[src/rtl/core/mvn_pkg.sv]
// Package for the mesh vertex normals block: widths, codes, beat and control types.
// Used by every module under rtl/core except mvn_ram; depends on nothing else.
`default_nettype none

package mvn_pkg;

	localparam int MAX_VERTICES = 1024;
	localparam int LANES        = 3;

	localparam int IDX_W  = 10;
	localparam int POS_W  = 24;
	localparam int EDGE_W = POS_W + 1;
	localparam int PROD_W = 2 * EDGE_W;
	localparam int N_W    = PROD_W + 1;
	localparam int SUM_W  = 64;
	localparam int MAG_W  = 30;
	localparam int SQ_W   = 2 * MAG_W;
	localparam int L2_W   = SQ_W + 2;
	localparam int LEN_W  = 31;
	localparam int FRAC_W = 15;
	localparam int NUM_W  = MAG_W + FRAC_W + 1;
	localparam int UNIT_W = 16;
	localparam int STEP_W = 5;
	localparam int DCNT_W = 6;

	localparam int ROOT_STEPS = L2_W / 2;
	localparam int DIV_STEPS  = NUM_W;
	localparam int UNIT_MAX   = 32767;

	typedef enum logic [1:0] {
		KIND_VERTEX   = 2'd0,
		KIND_TRIANGLE = 2'd1,
		KIND_READ     = 2'd2,
		KIND_NONE     = 2'd3
	} kind_t;

	typedef enum logic [3:0] {
		ST_CLEAR,
		ST_IDLE,
		ST_TRI_RD,
		ST_TRI_CROSS,
		ST_ACC_RD,
		ST_ACC_WR,
		ST_RD_SUM,
		ST_RD_MAG,
		ST_RD_SHIFT,
		ST_RD_SQ,
		ST_RD_L2,
		ST_RD_CHK,
		ST_RD_ROOT,
		ST_RD_DIVGO,
		ST_RD_DIV,
		ST_OUT
	} state_t;

	typedef struct packed {
		logic [1:0]              kind;
		logic [IDX_W-1:0]        vertex_index;
		logic signed [POS_W-1:0] pos_x;
		logic signed [POS_W-1:0] pos_y;
		logic signed [POS_W-1:0] pos_z;
		logic [IDX_W-1:0]        corner_a;
		logic [IDX_W-1:0]        corner_b;
		logic [IDX_W-1:0]        corner_c;
	} item_t;

	typedef struct packed {
		logic [IDX_W-1:0]         read_index;
		logic signed [UNIT_W-1:0] unit_x;
		logic signed [UNIT_W-1:0] unit_y;
		logic signed [UNIT_W-1:0] unit_z;
		logic                     zero_length;
	} result_t;

	typedef struct packed {
		logic             vtx_we;
		logic             sum_we;
		logic             sum_clr;
		logic [IDX_W-1:0] addr;
		logic             mag_ld;
		logic             shr;
		logic             div_start;
	} lane_ctl_t;

	typedef struct packed {
		logic big;
		logic done;
	} lane_sts_t;

	typedef struct packed {
		logic cap_a;
		logic cap_b;
		logic cap_c;
	} cross_ctl_t;

	typedef struct packed {
		logic ld;
		logic step;
	} root_ctl_t;

	function automatic logic in_range(input logic [IDX_W-1:0] idx);
		in_range = (32'(idx) < MAX_VERTICES);
	endfunction

endpackage

`default_nettype wire

[src/rtl/core/mvn_root.sv]
// Merge stage for reads: sums the lane squares and takes the integer square root,
// one result bit a cycle. Depends on mvn_pkg.
`default_nettype none

module mvn_root (
	input  wire logic                          clk,
	input  wire mvn_pkg::root_ctl_t            ctl,
	input  wire logic [mvn_pkg::SQ_W-1:0]      sq [mvn_pkg::LANES],
	output logic [mvn_pkg::LEN_W-1:0]          len,
	output logic                               zero
);
	import mvn_pkg::*;

	logic [L2_W-1:0] x_q;
	logic [L2_W-1:0] res_q;
	logic [L2_W-1:0] bit_q;
	logic [L2_W-1:0] trial;

	assign trial = res_q + bit_q;

	always_ff @(posedge clk) begin
		if (ctl.ld) begin
			x_q   <= L2_W'(sq[0]) + L2_W'(sq[1]) + L2_W'(sq[2]);
			res_q <= '0;
			bit_q <= L2_W'(1) << (L2_W - 2);
		end else if (ctl.step) begin
			if (x_q >= trial) begin
				x_q   <= x_q - trial;
				res_q <= (res_q >> 1) + bit_q;
			end else begin
				res_q <= res_q >> 1;
			end
			bit_q <= bit_q >> 2;
		end
	end

	assign len  = res_q[LEN_W-1:0];
	assign zero = (x_q == '0);

endmodule

`default_nettype wire

[config.mk]
export PLATFORM = sky130hd
export DESIGN_NAME = mvn_root
export DESIGN_NICKNAME = d
export VERILOG_FILES = /design/src/rtl/core/mvn_pkg.sv /design/src/rtl/core/mvn_root.sv
export SDC_FILE = /design/constraint.sdc
export NUM_CORES = 1
export LEC_CHECK = 0
export CORE_UTILIZATION = 60
export DETAILED_ROUTE_END_ITERATION = 7
export DONT_BUFFER_PORTS = 1
export PLACE_DENSITY = 0.86
export SLEW_MARGIN = 20
export SYNTH_ARGS = -nofsm -noshare
export SYNTH_HDL_FRONTEND = slang
export SYNTH_SLANG_ARGS = --single-unit
[constraint.sdc]
create_clock -name clk -period 8.6 [get_ports clk]
set_clock_uncertainty 0.15 [all_clocks]
set_input_delay 1.29 -clock clk [delete_from_list [all_inputs] [get_ports clk]]
set_output_delay 1.29 -clock clk [all_outputs]
set_load 0.005 [all_outputs]
## Yosys cells after proc, flatten, opt, wreduce, memory -nomap -nowiden

Index checks and enable logic that the tools add are counted.

- Add/subtract/negate cells: 5
- Magnitude comparators: 1
- Mux-type cells: 4
- Reductions and logical operators: 4

Operators with widths:

| kind | number |
|---|---|
| 62-bit two-way mux | 4 |
| 61-bit by 60-bit adder with 62-bit output | 1 |
| 61-bit by 61-bit adder with 62-bit output | 1 |
| 62-bit by 61-bit adder with 62-bit output | 1 |
| 62-bit >= comparator | 1 |
| 62-bit logical NOT | 1 |
| 62-bit subtractor | 1 |
| 60-bit by 60-bit adder with 61-bit output | 1 |
| 2-bit nonzero test | 2 |
| 2-bit AND reduction | 1 |

- Flip-flop bits (word level): 155
- Logic and storage cells: 17

## Depth between registers and ports, before layout

- Depth in word-level cells: 5
- Depth in mapped cells: 27
- Depth with buffers taken out: 24

## Worst setup path before layout

No wires, ideal clock.

- Path type: reg2reg
- Start point: reg res_q[8]
- End point: reg x_q[0], enable pin
- Library setup time: 0.430 ns
- Arrival time: 5.998 ns
- Path slack: 2.022 ns
- Stages on the path, launching flop included: 20
- Cells stage by stage: dfxtp_1 ha_1 a31oi_1 o21ai_0 o21a_1 nor2_1 o31ai_2 a211oi_1 o211ai_2 a311oi_2 o31ai_1 a31oi_1 xor2_1 ha_1 and2_0 nand3_1 or4_1 o21ai_2 nand2_1 nand2b_1

- Cells in the longest elaborated chain, start to end: 4

RTL lines:

| item | line | text |
|---|---|---|
| start, declared | mvn_root.sv:15 | `logic [L2_W-1:0] res_q;` |
| start signal, assigned | mvn_root.sv:29 | `res_q <= (res_q >> 1) + bit_q;` |
| start signal, assigned | mvn_root.sv:31 | `res_q <= res_q >> 1;` |
| 62-bit by 61-bit adder with 62-bit output | mvn_root.sv:19 | `assign trial = res_q + bit_q;` |
| 62-bit >= comparator | mvn_root.sv:27 | `if (x_q >= trial) begin` |
| 2-bit nonzero test (no line) | - |  |
| 2-bit AND reduction (no line) | - |  |
| end signal, assigned | mvn_root.sv:23 | `x_q <= L2_W'(sq[0]) + L2_W'(sq[1]) + L2_W'(sq[2]);` |
| end signal, assigned | mvn_root.sv:28 | `x_q <= x_q - trial;` |
| end, declared | mvn_root.sv:14 | `logic [L2_W-1:0] x_q;` |

Every way passes these cells.
A chain may end at the register's enable or synchronous reset.

## Worst setup path in the final report

- Start point: reg res_q[8]
- End point: reg res_q[34]

- Cells in the longest elaborated chain, start to end: 3
- Elaborated cells between the ends (all ways): 4

RTL lines:

| item | line |
|---|---|
| 62-bit by 61-bit adder with 62-bit output | mvn_root.sv:19 |
| 62-bit >= comparator | mvn_root.sv:27 |
| 62-bit two-way mux (*) | mvn_root.sv:27 |

Every way passes the cells marked *; elsewhere a longest branch is shown, timed or not.

==> results.md <==
- Tightest Hold Check Type: reg -> reg
- Setup-failing EPs final: 0
- Startpoint types: flop
- Cell Pwr Density: just over 300 nW/um2
- Floorplan core area: between 30000 and 40000 um2
- GRT overflow: 0
- Synth area leaders: ha_1, dfxtp_1, edfxtp_1
- Routed len/inst: about 20 um
- Number of flops mapped to enable cells by yosys: 62
- Sequential share of the synthesized area: around a fifth
- Slew @ Worst Pin: 0.8391 ns
- Layout area overhead: 2.456%
- GRT Total Usage: approximately a third
- Clock root buffer: clkbuf_16
- Layout filler cell count: around 2700
- # DRC: 6
- Core Util, Final: between 60% and 70%
- # IOs: roughly 220
- Worst-Skew Late Latency: around 0.45 ns
- Share of cells above drive strength 1: 2.860%
- DRT iter0 DRCs: roughly 1600
- H-tree depth: 4
- Synth warn: 0
- Worst Path Required: 8.79 ns
- # diodes: 0
- Mean Syn Cell Area: 7.947 um2
- Crit path arrival time: 7.22 ns
- Final Hold Fails: 0
- Area fraction of the dominant cell type after synthesis: 12.28%
- Vias/cell: between 6 and 7
- Vias in the first global route: roughly 16000
- Async SR Flop Fraction: 0%
- Netlist cell types: 76
- 1st-pass router iterations: 8
- Status: finished, violations left
- Ys flop type: dfxtp_1
- Fmax: between 0.1 and 0.15 GHz
- Vias: around 18000
- Crit-path max FO: 28
- Count leader, synth: nand2_1
- Setup crit end kind: flop
- Nets: 2690
- DIE HEIGHT: between 150 and 200 um
- RSZ-0062 raised after global routing: false
- Largest area contributor in the netlist: ha_1
- Worst setup path class: reg -> reg
- Clock Sinks: 155
- Port Buf Inserts: 0
- CTS tree: built
- PostCTS Resize Cnt: 0
- Min Tclk post-route: ~7 ns
- Worst VDD drop: between 0.00015 and 0.0002 V
- Net Count, Synth: 2802
- Slew HR: ~44%
- Die ar.: approximately 32000 um2
- Pleak: roughly 7.5 nW
- Post-synthesis sequential element count: 155
- # rows: 64
- Slew Viols, Final: 0
- Final hold slack: roughly 0.38 ns
- First-pass GRT wire length: 81830 um
- Hold-fix buffers, CTS: 0
- Final WL: 51950 um
- Synth Instances: ~2400
- Largest net degree at the start of global routing: 207
- Final HPWL DP: a little over 40000 um
- Die W: about 180 um
- Mapped Area: about 19000 um2
- Max-cap violation count: 0
- TNS Setup: 0 ns
- Initial antenna violation count: 0
- Synth top cells by count: nand2_1, a21oi_1, nor2_1
- Crit share post-route: between 80% and 90%
- Failing checks: design-rule violations
- CTS clk-pin slew, worst paths: 0.07 ns
- CTS Buf Count: 17
- Worst-case clock buffer depth: 2
- GPL Wtd Cong: ~0.97
- Initial core utilization: a little over 60%
- Antenna-violating nets left: 0
- Post-CTS Setup Inserts: 0
[state kept, by name, indices dropped and copies added, names as in the netlist]
| name | flops |
|---|---|
| res_q | 62 |
| x_q | 62 |
| bit_q | 31 |
[cell families (layout without fill, tap and decap cells)]
logic type / after synthesis / count (layout) / synth area share [%]
adder cells (fa/ha/maj): 247 / 247 / 18.86
AND/OR/NAND/NOR: 737 / 737 / 18.18
AO/OA/AOI/OAI: 791 / 791 / 26.71
multiplexers: 49 / 49 / 2.622
buffers and inverters: 194 / 95 / 4.620
XOR/XNOR: 199 / 199 / 9.247
flip-flops: 155 / 155 / 19.75
[stage by stage]
step | power [mW] | cell area (um2) | setup WS (ns) | instances
2_1_floorplan | 4.258 | 18850 | 2.022 | 2372
3_3_place_gp | 5.105 | 18740 | 1.932 | 2637
3_5_place_dp | 5.120 | 18740 | 1.715 | 2637
4_1_cts | 5.919 | 19310 | 1.686 | 2669
5_1_grt | 6.466 | 19310 | 1.035 | 2669
6_report | 6.009 | 19310 | 1.573 | 2669
[cells in the final DEF, fill, tap and decap left out, types with 24 or more instances in the layout]
cell type,n
nand2_1,235
a21oi_1,225
nor2_1,214
ha_1,185
o21ai_0,171
xor2_1,106
xnor2_1,93
dfxtp_1,93
a21o_1,68
fa_1,62
edfxtp_1,62
a31oi_1,61
inv_1,59
nand4_1,51
nand3_1,48
mux2i_1,46
a211oi_1,42
o21bai_1,39
nor3_1,32
nor4_1,27
nor2b_1,25
o31ai_1,24
o21a_1,24
[power by group]
part	switching, mW	internal [mW]
Combinational	2.37	1.49
Sequential	0.301	1.09
Clock	0.345	0.414
Total	3.01	2.99
[final cells by class]
class / instances / area [um2] / area share (%)
Sequential cell: 155 / 3724 / 19.28
Inverter: 59 / 221.5 / 1.147
Clock buffer: 19 / 442.9 / 2.293
Clock inverter: 13 / 133.9 / 0.6932
Tap cell: 396 / 495.5 / 2.566
Multi-Input combinational cell: 2023 / 14260 / 73.86
Timing Repair Buffer: 4 / 30.03 / 0.1555
[final timing paths]
kind | startpoint | end | slack (ns) | cells past startpoint
setup / recovery | res_q[8]$_SDFFE_PP0P_ | res_q[34]$_SDFFE_PP0P_ | 1.57 | 23
hold / removal | res_q[0]$_SDFFE_PP0P_ | res_q[0]$_SDFFE_PP0P_ | 0.38 | 2
setup reg to reg | res_q[8]$_SDFFE_PP0P_ | res_q[34]$_SDFFE_PP0P_ | 1.57 | 23
hold reg to reg | res_q[0]$_SDFFE_PP0P_ | res_q[0]$_SDFFE_PP0P_ | 0.38 | 2
[metal layers]
layer / global-route usage, % / share of wire [%] / vias up
met5: 0 / 0 / -
met4: 10.22 / 2.6 / 0
met3: 3.605 / 7.9 / 90
met2: 49.74 / 44 / 851
met1: 46.38 / 46 / 8153
li1: - / - / 8565
[worst max-delay path: stages, from the launching register on]
cell and delay [ns]:
dfxtp_1 0.55, ha_1 0.34, a31oi_1 0.26, o21ai_0 0.16, o21a_1 0.20, nor2_1 0.26, o31ai_2 0.17, a211oi_1 0.49
o211ai_2 0.24, a311oi_2 0.48, o21bai_1 0.18, a31oi_1 0.23, xor2_1 0.20, ha_1 0.30, and2_1 0.20, nand3_1 0.13
nor2_1 0.06, a211oi_1 0.29, o21ai_0 0.13, a31oi_1 0.33, o21a_1 0.36, buf_4 0.35, nand2_1 0.43, a221oi_1 0.41
No activity file was read; power rests on OpenSTA's default activity.
